--- src/design/lsia_pkg.sv ---
// lsia_pkg: shared types and constants of the indexed-access LIFO stack.
// No dependencies; every other file of the block imports it.
`timescale 1ns / 1ps

package lsia_pkg;

  // Default build parameters
  localparam int DEPTH_DEF     = 256;
  localparam int WORD_BITS_DEF = 32;

  // Fixed field widths of the channels and the configuration register
  localparam int KIND_W  = 3;
  localparam int VALUE_W = 32;
  localparam int POS_W   = 9;
  localparam int DATA_W  = 32;
  localparam int LEVEL_W = 9;
  localparam int CAP_W   = 9;

  localparam logic [CAP_W-1:0] CAP_RESET = 9'd256;

  // Operation codes
  typedef enum logic [KIND_W-1:0] {
    KIND_PUSH   = 3'd0,
    KIND_POP    = 3'd1,
    KIND_PEEK   = 3'd2,
    KIND_IREAD  = 3'd3,
    KIND_SETTOP = 3'd4,
    KIND_IWRITE = 3'd5,
    KIND_FILL   = 3'd6
  } kind_t;

  // Memory access strobes from the controller to the entry store
  typedef struct packed {
    logic we;
    logic re;
  } mem_cmd_t;

endpackage

--- src/design/lsia_if.sv ---
// lsia_if: valid/ready channel interfaces for operation words and result words.
// Depends on lsia_pkg for the field widths.
`timescale 1ns / 1ps

interface lsia_cmd_if import lsia_pkg::*; ();
  logic               valid;
  logic               ready;
  logic [KIND_W-1:0]  kind;
  logic [VALUE_W-1:0] value;
  logic [POS_W-1:0]   position;

  modport source (output valid, output kind, output value, output position, input ready);
  modport sink   (input valid, input kind, input value, input position, output ready);
endinterface

interface lsia_res_if import lsia_pkg::*; ();
  logic               valid;
  logic               ready;
  logic [DATA_W-1:0]  read_data;
  logic [LEVEL_W-1:0] level;
  logic               is_empty;
  logic               is_full;
  logic               ignored;

  modport source (output valid, output read_data, output level, output is_empty,
                  output is_full, output ignored, input ready);
  modport sink   (input valid, input read_data, input level, input is_empty,
                  input is_full, input ignored, output ready);
endinterface

--- src/design/lsia_ctrl.sv ---
// lsia_ctrl: operation sequencer of the stack: level, capacity, sweeps and result register.
// Depends on lsia_pkg, lsia_if; drives the access port of lsia_mem.
`timescale 1ns / 1ps

module lsia_ctrl import lsia_pkg::*; #(
  parameter int DEPTH     = DEPTH_DEF,
  parameter int WORD_BITS = WORD_BITS_DEF
) (
  input  logic                       clk,
  input  logic                       rst,
  lsia_cmd_if.sink                   cmd,
  lsia_res_if.source                 res,
  input  logic                       cfg_we,
  input  logic [CAP_W-1:0]           cfg_data,
  output mem_cmd_t                   mem_cmd,
  output logic [$clog2(DEPTH)-1:0]   mem_addr,
  output logic [WORD_BITS-1:0]       mem_wdata,
  input  logic [WORD_BITS-1:0]       mem_rdata
);

  localparam int AW = $clog2(DEPTH);
  localparam int CW = $clog2(DEPTH + 1);

  typedef enum logic [2:0] {
    S_CLEAR,
    S_IDLE,
    S_FILL,
    S_EXEC
  } state_t;

  state_t               state;
  logic [CW-1:0]        level;
  logic [CW-1:0]        level_next;
  logic [CAP_W-1:0]     capacity;
  logic [AW-1:0]        sweep;
  logic [WORD_BITS-1:0] fill_word;
  logic                 pend_read;
  logic                 pend_ign;

  logic                 res_valid;
  logic [DATA_W-1:0]    res_data;
  logic [LEVEL_W-1:0]   res_level;
  logic                 res_empty;
  logic                 res_full;
  logic                 res_ign;

  logic [CW-1:0]        eff_cap;
  logic [WORD_BITS-1:0] word_in;
  logic [AW-1:0]        top_idx;
  logic [AW-1:0]        pos_idx;
  logic                 pos_ok;
  logic                 acc;
  logic                 acc_ign;
  logic                 res_free;

  // Clamp capacity to 1..DEPTH
  always_comb begin
    if (capacity == '0) begin
      eff_cap = CW'(1);
    end else if (32'(capacity) > DEPTH) begin
      eff_cap = CW'(DEPTH);
    end else begin
      eff_cap = CW'(capacity);
    end
  end

  assign word_in  = WORD_BITS'(cmd.value);
  assign top_idx  = (level == '0) ? '0 : AW'(level - CW'(1));
  assign pos_idx  = AW'(cmd.position - POS_W'(1));
  assign pos_ok   = (cmd.position != '0) && (32'(cmd.position) <= 32'(eff_cap));
  assign cmd.ready = (state == S_IDLE);
  assign acc      = cmd.valid && (state == S_IDLE);
  assign res_free = !res_valid || res.ready;

  // Memory access and level update for the current cycle
  always_comb begin
    mem_cmd    = '0;
    mem_addr   = sweep;
    mem_wdata  = '0;
    level_next = level;
    acc_ign    = 1'b0;
    case (state)
      S_CLEAR: begin
        mem_cmd.we = 1'b1;
      end
      S_FILL: begin
        mem_cmd.we = 1'b1;
        mem_wdata  = fill_word;
      end
      S_IDLE: begin
        if (acc) begin
          mem_wdata = word_in;
          case (cmd.kind)
            KIND_PUSH: begin
              if (level < eff_cap) begin
                mem_cmd.we = 1'b1;
                mem_addr   = AW'(level);
                level_next = level + CW'(1);
              end else begin
                acc_ign = 1'b1;
              end
            end
            KIND_POP: begin
              mem_cmd.re = 1'b1;
              mem_addr   = top_idx;
              if (level != '0) begin
                level_next = level - CW'(1);
              end
            end
            KIND_PEEK: begin
              mem_cmd.re = 1'b1;
              mem_addr   = top_idx;
            end
            KIND_IREAD: begin
              mem_cmd.re = pos_ok;
              mem_addr   = pos_idx;
              acc_ign    = !pos_ok;
            end
            KIND_SETTOP: begin
              mem_cmd.we = 1'b1;
              mem_addr   = top_idx;
            end
            KIND_IWRITE: begin
              mem_cmd.we = pos_ok;
              mem_addr   = pos_idx;
              acc_ign    = !pos_ok;
            end
            default: begin
            end
          endcase
        end
      end
      default: begin
      end
    endcase
  end

  always_ff @(posedge clk) begin
    if (rst) begin
      state     <= S_CLEAR;
      sweep     <= '0;
      level     <= '0;
      capacity  <= CAP_RESET;
      res_valid <= 1'b0;
      pend_read <= 1'b0;
      pend_ign  <= 1'b0;
    end else begin
      if (cfg_we) begin
        capacity <= cfg_data;
      end
      if (res_valid && res.ready) begin
        res_valid <= 1'b0;
      end
      level <= level_next;
      case (state)
        S_CLEAR: begin
          sweep <= sweep + AW'(1);
          if (sweep == AW'(DEPTH - 1)) begin
            state <= S_IDLE;
          end
        end
        S_IDLE: begin
          if (acc) begin
            pend_read <= mem_cmd.re;
            pend_ign  <= acc_ign;
            fill_word <= word_in;
            sweep     <= '0;
            state     <= (cmd.kind == KIND_FILL) ? S_FILL : S_EXEC;
          end
        end
        S_FILL: begin
          sweep <= sweep + AW'(1);
          if (sweep == AW'(eff_cap - CW'(1))) begin
            state <= S_EXEC;
          end
        end
        S_EXEC: begin
          // hold here while the previous result is still waiting
          if (res_free) begin
            res_valid <= 1'b1;
            res_data  <= pend_read ? DATA_W'(mem_rdata) : '0;
            res_level <= LEVEL_W'(level);
            res_empty <= (level == '0);
            res_full  <= (level >= eff_cap);
            res_ign   <= pend_ign;
            state     <= S_IDLE;
          end
        end
        default: begin
          state <= S_IDLE;
        end
      endcase
    end
  end

  assign res.valid     = res_valid;
  assign res.read_data = res_data;
  assign res.level     = res_level;
  assign res.is_empty  = res_empty;
  assign res.is_full   = res_full;
  assign res.ignored   = res_ign;

endmodule

--- src/flat_wrapper.sv ---
// flat-port wrapper written by rule: the top's interface ports become plain ports
module lsia_ctrl_flat import lsia_pkg::*;
#(
  parameter int DEPTH     = DEPTH_DEF,
  parameter int WORD_BITS = WORD_BITS_DEF
)
  (clk, rst, cfg_we, cfg_data, mem_cmd, mem_addr, mem_wdata, mem_rdata, cmd_valid, cmd_kind, cmd_value, cmd_position, cmd_ready, res_valid, res_read_data, res_level, res_is_empty, res_is_full, res_ignored, res_ready);
  lsia_cmd_if cmd_i ();
  lsia_res_if res_i ();
  input  logic clk;
  input  logic rst;
  input  logic cfg_we;
  input  logic [CAP_W-1:0] cfg_data;
  output mem_cmd_t mem_cmd;
  output logic [$clog2(DEPTH)-1:0] mem_addr;
  output logic [WORD_BITS-1:0] mem_wdata;
  input  logic [WORD_BITS-1:0] mem_rdata;
  input wire logic [$bits(cmd_i.valid)-1:0] cmd_valid;
  input wire logic [$bits(cmd_i.kind)-1:0] cmd_kind;
  input wire logic [$bits(cmd_i.value)-1:0] cmd_value;
  input wire logic [$bits(cmd_i.position)-1:0] cmd_position;
  output wire logic [$bits(cmd_i.ready)-1:0] cmd_ready;
  output wire logic [$bits(res_i.valid)-1:0] res_valid;
  output wire logic [$bits(res_i.read_data)-1:0] res_read_data;
  output wire logic [$bits(res_i.level)-1:0] res_level;
  output wire logic [$bits(res_i.is_empty)-1:0] res_is_empty;
  output wire logic [$bits(res_i.is_full)-1:0] res_is_full;
  output wire logic [$bits(res_i.ignored)-1:0] res_ignored;
  input wire logic [$bits(res_i.ready)-1:0] res_ready;
  assign cmd_i.valid = cmd_valid;
  assign cmd_i.kind = cmd_kind;
  assign cmd_i.value = cmd_value;
  assign cmd_i.position = cmd_position;
  assign cmd_ready = cmd_i.ready;
  assign res_valid = res_i.valid;
  assign res_read_data = res_i.read_data;
  assign res_level = res_i.level;
  assign res_is_empty = res_i.is_empty;
  assign res_is_full = res_i.is_full;
  assign res_ignored = res_i.ignored;
  assign res_i.ready = res_ready;
  lsia_ctrl #(.DEPTH(DEPTH), .WORD_BITS(WORD_BITS)) u_core (.clk(clk), .rst(rst), .cmd(cmd_i), .res(res_i), .cfg_we(cfg_we), .cfg_data(cfg_data), .mem_cmd(mem_cmd), .mem_addr(mem_addr), .mem_wdata(mem_wdata), .mem_rdata(mem_rdata));
endmodule
--- config.mk ---
export PLATFORM = sky130hd
export DESIGN_NAME = lsia_ctrl_flat
export DESIGN_NICKNAME = d
export VERILOG_FILES = /design/src/design/lsia_pkg.sv /design/src/design/lsia_if.sv /design/src/design/lsia_ctrl.sv /design/src/flat_wrapper.sv
export SDC_FILE = /design/constraint.sdc
export NUM_CORES = 1
export LEC_CHECK = 0
export BUFFER_PORTS_ARGS = -buffer_cell sky130_fd_sc_hd__buf_2
export CORE_MARGIN = 5
export CORE_UTILIZATION = 31
export CTS_CLUSTER_SIZE = 28
export DETAILED_ROUTE_END_ITERATION = 7
export GPL_TIMING_DRIVEN = 0
export MAX_ROUTING_LAYER = met4
export PLACE_DENSITY = 0.57
export SYNTH_ARGS = -nofsm -noshare
export SYNTH_HDL_FRONTEND = slang
export SYNTH_SLANG_ARGS = --single-unit
--- constraint.sdc ---
create_clock -name clk -period 4.35 [get_ports clk]
set_clock_uncertainty 0.1 [all_clocks]
set_input_delay 0.435 -clock clk [delete_from_list [all_inputs] [get_ports clk]]
set_output_delay 0.435 -clock clk [all_outputs]
set_load 0.05 [all_outputs]
# Word level (Yosys, flattened, before mapping)
# Cells that the tools add are included.
[word_totals] latchBits=0 inputBits=90 elab_cells=95 output_inout_bits=88 register_bits=108 ram_bits=0 n_memories=0 rom_bits=0
[classes] shift=0 n_bitwise=1 eq_ne=17 reduce_logical=24 magnitude_cmp=4 n_mul=0 addsub=5 div=0 muxes=31
[ops] cell="$pmux W32 S2" count=1
[ops] cell="$mux W8" count=5
[ops] cell="$mux W9" count=4
[ops] cell="$mux W32" count=1
[ops] cell="$pmux W8 S3" count=1
[ops] cell="$logic_not A9 Y1" count=2
[ops] cell="$pmux W9 S2" count=1
[ops] cell="$reduce_bool A9 Y1" count=2
[ops] cell="$pmux W8 S2" count=1
[ops] cell="$sub A8 B1 Y8 const B" count=2
[ops] cell="$eq A3 B2 Y1 const B" count=4
[ops] cell="$mux W3" count=4
[ops] cell="$ne A2 B1 Y1 const B" count=6
[ops] cell="$pmux W3 S4" count=1
[ops] cell="$add A9 B1 Y9 const B" count=1
[ops] cell="$eq A3 B3 Y1 const B" count=3
[ops] cell="$ge A9 B9 Y1" count=1
[ops] cell="$gt A9 B9 Y1 const B" count=1
[ops] cell="$le A9 B9 Y1" count=1
[ops] cell="$lt A9 B9 Y1" count=1
[ops] cell="$sub A9 B1 Y9 const B" count=1
[ops] cell="$add A8 B1 Y8 const B" count=1
[ops] cell="$eq A8 B8 Y1" count=1
[ops] cell="$eq A8 B8 Y1 const B" count=1
[ops] cell="17 further kinds" count=35

# Depth between registers and ports, before layout
[depth] ltp_word=8 mapped_depth=13 ltp_nobuf=11

# Worst setup path after synthesis
# OpenSTA, ideal clock, no wires.
[synth_path] path_type="register to register" startpoint="register u_core.res_valid (netlist: u_core.res.valid)" endpoint="register u_core.res_ign (netlist: u_core.res.ignored) (enable)" path_stages_with_launch=3 synth_period_minus_slack_ns=4.543 n_path_buf=0 path_slack_ns=-0.193 setup_time_ns=0.509 arrival_time_ns=3.934 t_required_ns=3.741 path_cell_list="dfxtp_1 -> nor2b_1 -> nor3b_1"
[synth_between] elab_chain_cells=3
[synth_rtl] item="start: declaration" line="lsia_ctrl.sv:40" source="logic res_valid;"
[synth_rtl] item="start signal: assignment" line="lsia_ctrl.sv:144" source="res_valid <= 1'b0;"
[synth_rtl] item="start signal: assignment" line="lsia_ctrl.sv:152" source="res_valid <= 1'b0;"
[synth_rtl] item="start signal: assignment" line="lsia_ctrl.sv:180" source="res_valid <= 1'b1;"
[synth_rtl] item="$logic_not A1 Y1" line="lsia_ctrl.sv:73" source="assign res_free = !res_valid || res.ready;"
[synth_rtl] item="$logic_or A1 B1 Y1" line="lsia_ctrl.sv:73"
[synth_rtl] item="$reduce_and A3 Y1 (no source line)"
[synth_rtl] item="end signal: assignment" line="lsia_ctrl.sv:185" source="res_ign <= pend_ign;"
[synth_rtl] item="end: declaration" line="lsia_ctrl.sv:45" source="logic res_ign;"
# Every way passes these cells.
# A chain may end at the register's enable or synchronous reset.

# Final worst setup path
[layout_path] startpoint="register u_core.capacity[8]" endpoint="output port mem_addr[6]"
[layout_between] elab_chain_cells=8 elab_cells_between_ends=9 cone_classes="order compare: 2; mux: 6; reduce/logical: 1"
[layout_rtl] item="start: declaration" line="lsia_ctrl.sv:34" source="logic [CAP_W-1:0] capacity;"
[layout_rtl] item="start signal: assignment" line="lsia_ctrl.sv:149" source="capacity <= cfg_data;"
[layout_rtl] item="$gt A9 B9 Y1" line="lsia_ctrl.sv:60" source="end else if (32'(capacity) > DEPTH) begin"
[layout_rtl] item="$mux W9" line="lsia_ctrl.sv:60"
[layout_rtl] item="$mux W9 (*)" line="lsia_ctrl.sv:58" source="if (capacity == '0) begin"
[layout_rtl] item="$lt A9 B9 Y1 (*)" line="lsia_ctrl.sv:95" source="if (level < eff_cap) begin"
[layout_rtl] item="$mux W8 (*)" line="lsia_ctrl.sv:95"
[layout_rtl] item="$pmux W8 S3 (*)" line="lsia_ctrl.sv:93" source="case (cmd.kind)"
[layout_rtl] item="$mux W8 (*)" line="lsia_ctrl.sv:91" source="if (acc) begin"
[layout_rtl] item="$mux W8 (*)" line="lsia_ctrl.sv:82" source="case (state)"
[layout_rtl] item="end: declaration" line="flat_wrapper.sv:15" source="output logic [$clog2(DEPTH)-1:0] mem_addr;"
# Mark *: on every way between the ends. The rest lies on a longest branch, timed or not.

==> flow_results.xml <==
<?xml version="1.0" encoding="UTF-8"?>
<metrics>
  <group name="sta">
    <metric name="final_critical_delay_including_setup_and_external_delays" unit="ns">4.14</metric>
    <metric name="fmaxAchievable" unit="MHz">241</metric>
    <metric name="slew_headroom" unit="%">37.5</metric>
    <metric name="grt_setup_unrepaired" unit="">false</metric>
    <metric name="final.setup.tns" unit="ns">0</metric>
    <metric name="final_critical_path_setup_slack" unit="ns">0.205</metric>
    <metric name="final_hold_fails" unit="">0</metric>
    <metric name="setup_viol" unit="">0</metric>
    <metric name="slew_violations" unit="">0</metric>
    <metric name="tightest_pin_transition" unit="ns">0.935</metric>
    <metric name="min_period_over_period" unit="%">95.3</metric>
    <metric name="fin_hold_ws" unit="ns">0.160</metric>
  </group>
  <group name="run_status">
    <metric name="outcome" unit="">finished clean</metric>
  </group>
  <group name="job">
    <metric name="max_cap_viol_count" unit="">0</metric>
  </group>
  <group name="clocking">
    <metric name="cts_max_path_buffers" unit="">2</metric>
    <metric name="clk_pin_slew" unit="ns">0.08</metric>
    <metric name="clock_insertion_delay_worst_skew" unit="ns">0.36</metric>
    <metric name="h-tree-depth" unit="">3</metric>
    <metric name="clk_root_buffer_cell" unit="">sky130_fd_sc_hd__clkbuf_16</metric>
    <metric name="cts_tree" unit="">done</metric>
    <metric name="tritoncts.num_buffers" unit="">9</metric>
    <metric name="numClockSinks" unit="">107</metric>
    <metric name="hold_buffers" unit="">0</metric>
    <metric name="post_cts.repair.setup_buffers" unit="">0</metric>
  </group>
  <group name="floorplan">
    <metric name="fp.dieArea" unit="sq um">22000</metric>
    <metric name="die_h" unit="um">148</metric>
    <metric name="initial_core_util" unit="%">31.6</metric>
    <metric name="i_o_pin_count" unit="">178</metric>
    <metric name="coreArea" unit="sq um">18800</metric>
    <metric name="rows" unit="">50</metric>
    <metric name="die_width" unit="um">148</metric>
  </group>
  <group name="worst_setup_path">
    <metric name="worstReg2RegEnd" unit="">u_core.state[0]</metric>
    <metric name="worstPathArrival" unit="ns">3.61</metric>
    <metric name="cp_max_fo" unit="">10</metric>
    <metric name="r2r_start" unit="">u_core.capacity[8]</metric>
    <metric name="worstRegToRegCells" unit="">11</metric>
    <metric name="startpoint_type" unit="">flop</metric>
    <metric name="critical_path.endpoint_type" unit="">output port</metric>
    <metric name="ff2ff_setup_slack" unit="ns">1.22</metric>
    <metric name="worst-endpoint-required" unit="ns">3.82</metric>
    <metric name="worstSetupPathType" unit="">reg -&gt; out</metric>
  </group>
  <group name="grt">
    <metric name="antenna_violations_before_repair" unit="">0</metric>
    <metric name="overflow" unit="">0</metric>
    <metric name="largest_net_degree_at_the_start_of_global_routing" unit="">33</metric>
    <metric name="number_of_global_route_vias_before_repair" unit="">4933</metric>
    <metric name="grt_use_total" unit="%">15.1</metric>
    <metric name="grt_pass1_wl" unit="um">25800</metric>
  </group>
  <group name="final_layout">
    <metric name="layout_common_cells" unit="">sky130_fd_sc_hd__buf_2 (184), sky130_fd_sc_hd__edfxtp_1 (76), sky130_fd_sc_hd__nor2b_1 (39)</metric>
    <metric name="areaGrowthSynthToFinish" unit="%">25.6</metric>
    <metric name="nets" unit="">874</metric>
    <metric name="most_frequent_standard_cell_in_the_layout_excluding_fill_and_tap_cells" unit="">sky130_fd_sc_hd__buf_2</metric>
    <metric name="final_util" unit="%">39.7</metric>
    <metric name="insertedDiodeCount" unit="">0</metric>
    <metric name="layout-drive-gt1-share" unit="%">28.9</metric>
  </group>
  <group name="worst_hold_path">
    <metric name="worst_hold_path.num_cells" unit="">1</metric>
    <metric name="holdPathEnd" unit="">u_core.fill_word[5]</metric>
    <metric name="worst_hold_path_type" unit="">in -&gt; reg</metric>
    <metric name="worst_hold_startpoint" unit="">cmd_value[5]</metric>
  </group>
  <group name="yosys">
    <metric name="ys_dominant_reg_cell" unit="">sky130_fd_sc_hd__edfxtp_1</metric>
    <metric name="synth-edff-count" unit="">76</metric>
    <metric name="post_synth_instance_area" unit="sq um">5930</metric>
    <metric name="sequential_cell_area_fraction_in_the_yosys_report" unit="%">49.0</metric>
    <metric name="avgSynthCellArea" unit="sq um">10.4</metric>
    <metric name="register_bit_count_reported_by_yosys" unit="">107</metric>
    <metric name="netlist-cell-type-count" unit="">69</metric>
    <metric name="synthesis.yosys.warnings" unit="">0</metric>
    <metric name="async_flop_share" unit="%">0</metric>
    <metric name="mappedNetlistNets" unit="">686</metric>
    <metric name="synth_cells" unit="">568</metric>
  </group>
  <group name="drt">
    <metric name="detail_route.first_pass.iterations" unit="">5</metric>
    <metric name="via_per_inst" unit="">5.02</metric>
    <metric name="detailroute.via_count" unit="">4988</metric>
    <metric name="first_drt_iteration_drcs" unit="">326</metric>
    <metric name="drt_total_wl" unit="um">16600</metric>
    <metric name="post_route_antenna_net_violation_count" unit="">0</metric>
    <metric name="final_routed_drc_violation_total" unit="">0</metric>
    <metric name="average_routed_wire_per_standard_cell" unit="um">16.7</metric>
  </group>
  <group name="power">
    <metric name="power.share.clock" unit="%">38.0</metric>
    <metric name="sequentialPowerShare" unit="%">52.6</metric>
    <metric name="p_int" unit="mW">1.57</metric>
    <metric name="p_comb_share" unit="%">9.5</metric>
    <metric name="report.power.total" unit="mW">2.09</metric>
    <metric name="power.ir.vdd_worst" unit="uV">184</metric>
    <metric name="netSwitchingPower" unit="mW">0.518</metric>
    <metric name="power.density_cell_area" unit="nW/um^2">280</metric>
    <metric name="total_leakage_power" unit="nW">2.80</metric>
    <metric name="swShare" unit="%">24.8</metric>
  </group>
  <group name="placed_design">
    <metric name="pre_cts_ws" unit="ns">0.389</metric>
    <metric name="place_hpwl" unit="um">12700</metric>
    <metric name="gp_routability_congestion" unit="">0.873</metric>
    <metric name="port-buffer-count" unit="">175</metric>
  </group>
</metrics>
-- synth_stat cells (6+ instances only) --
master | n | share of area (%)
sky130_fd_sc_hd__nor2b_1 | 39 | 4.1
sky130_fd_sc_hd__dfxtp_1 | 31 | 10
sky130_fd_sc_hd__edfxtp_1 | 76 | 38
sky130_fd_sc_hd__a22oi_1 | 32 | 4.1
sky130_fd_sc_hd__nor3_1 | 9 | 0.76
sky130_fd_sc_hd__mux2i_1 | 10 | 1.7
sky130_fd_sc_hd__o21ai_0 | 18 | 1.5
sky130_fd_sc_hd__nor2_1 | 39 | 2.5
sky130_fd_sc_hd__nand4_1 | 8 | 0.84
sky130_fd_sc_hd__and2_1 | 34 | 3.6
sky130_fd_sc_hd__nand3_1 | 11 | 0.93
sky130_fd_sc_hd__ha_1 | 28 | 5.9
sky130_fd_sc_hd__inv_1 | 13 | 0.82
sky130_fd_sc_hd__o21a_1 | 6 | 0.76
sky130_fd_sc_hd__xor2_1 | 14 | 2.1
sky130_fd_sc_hd__buf_2 | 9 | 0.76
sky130_fd_sc_hd__clkbuf_1 | 24 | 1.5
sky130_fd_sc_hd__nand2_1 | 35 | 2.2
sky130_fd_sc_hd__o2bb2ai_1 | 8 | 1.2
sky130_fd_sc_hd__a222oi_1 | 6 | 1.0
sky130_fd_sc_hd__a21oi_1 | 23 | 1.9
sky130_fd_sc_hd__xnor2_1 | 12 | 1.8
-- what timing repair did --
item,in CTS,in global routing
resized for setup,1,3
pin swaps,0,0
cloned,0,0
endpoints found under the setup margin,2,8
-- cell families (layout without fill, tap and decap cells) --
logic type | after synthesis | in the layout | synth area share, %
flip-flops | 107 | 107 | 49.0
AO/OA/AOI/OAI | 129 | 129 | 15.6
buffers and inverters | 54 | 246 | 3.95
adder cells (fa/ha/maj) | 28 | 28 | 5.91
multiplexers | 11 | 11 | 1.88
AND/OR/NAND/NOR | 213 | 213 | 19.9
XOR/XNOR | 26 | 26 | 3.84
-- per-stage QoR --
step           area [sq um]  cells
6_report               7450    994
2_1_floorplan          5930    568
3_5_place_dp           7150    979
5_1_grt                7450    994
3_3_place_gp           7100    977
4_1_cts                7430    994
-- worst max-delay path, cell delays in order (launching register included) --
cell	delay (ns)
sky130_fd_sc_hd__dfxtp_1	0.31
sky130_fd_sc_hd__buf_2	0.21
sky130_fd_sc_hd__clkinvlp_4	0.26
sky130_fd_sc_hd__a32oi_2	0.34
sky130_fd_sc_hd__inv_1	0.12
sky130_fd_sc_hd__ha_1	0.19
sky130_fd_sc_hd__nor2b_1	0.09
sky130_fd_sc_hd__o21ai_0	0.09
sky130_fd_sc_hd__a21oi_1	0.26
sky130_fd_sc_hd__o32ai_4	0.16
sky130_fd_sc_hd__or4_1	0.52
sky130_fd_sc_hd__nand3_2	0.20
sky130_fd_sc_hd__o2bb2ai_1	0.20
sky130_fd_sc_hd__buf_2	0.32
-- worst max path at each step --
| stage | from | end | slack (ns) | depth (start not counted) |
|---|---|---|---|---|
| 6_report | u_core.capacity[8] | mem_addr[6] | 0.21 | 13 |
| 5_1_grt | u_core.capacity[8] | mem_addr[6] | 0.01 | 13 |
| 4_1_cts | u_core.capacity[8] | mem_addr[6] | 0.07 | 13 |
| 3_5_place_dp | u_core.capacity[8] | mem_addr[6] | 0.39 | 13 |
| 3_3_place_gp | rst | u_core.res.is_full | 0.19 | 3 |
| 2_1_floorplan | u_core.capacity[2] | mem_cmd[1] | 0.56 | 12 |
-- cell type report --
type	count	area (sq um)
clock buffers	9	225
repair buffers	177	906
multi-input cells	407	2830
inverters	15	60.1
fillers	1901	11300
plain buffers	39	178
clock inverters	6	48.8
flip-flops and latches	107	2900
well taps	234	293
-- registers in the layout, summed over array words and instances, names as in the netlist --
signal                flops
u_core.sweep              8
u_core.capacity           9
u_core.res.level          9
u_core.pend_read          1
u_core.res.is_empty       1
u_core.pend_ign           1
u_core.state              2
u_core.res.is_full        1
u_core.fill_word         32
u_core.res.read_data     32
u_core.level              9
u_core.res.ignored        1
u_core.res.valid          1
-- power groups by stage --
stage	sequential (mW)	combinational, mW	clock, mW
after floorplan	1.12	0.116	0
after global placement	1.12	0.193	0
after detailed placement	1.12	0.194	0
after CTS	1.10	0.196	0.820
after global routing	1.10	0.221	0.860
final	1.10	0.197	0.792
-- metal layers --
layer / GRT usage, % / share of wire, % / up-vias
li1: - / - / 2478
met1: 18.4 / 43 / 2346
met2: 24.9 / 49 / 139
met3: 2.86 / 5.4 / 25
met4: 5.87 / 2.6 / 0
met5: - / 0 / -
(Power assumes the default switching activity.)
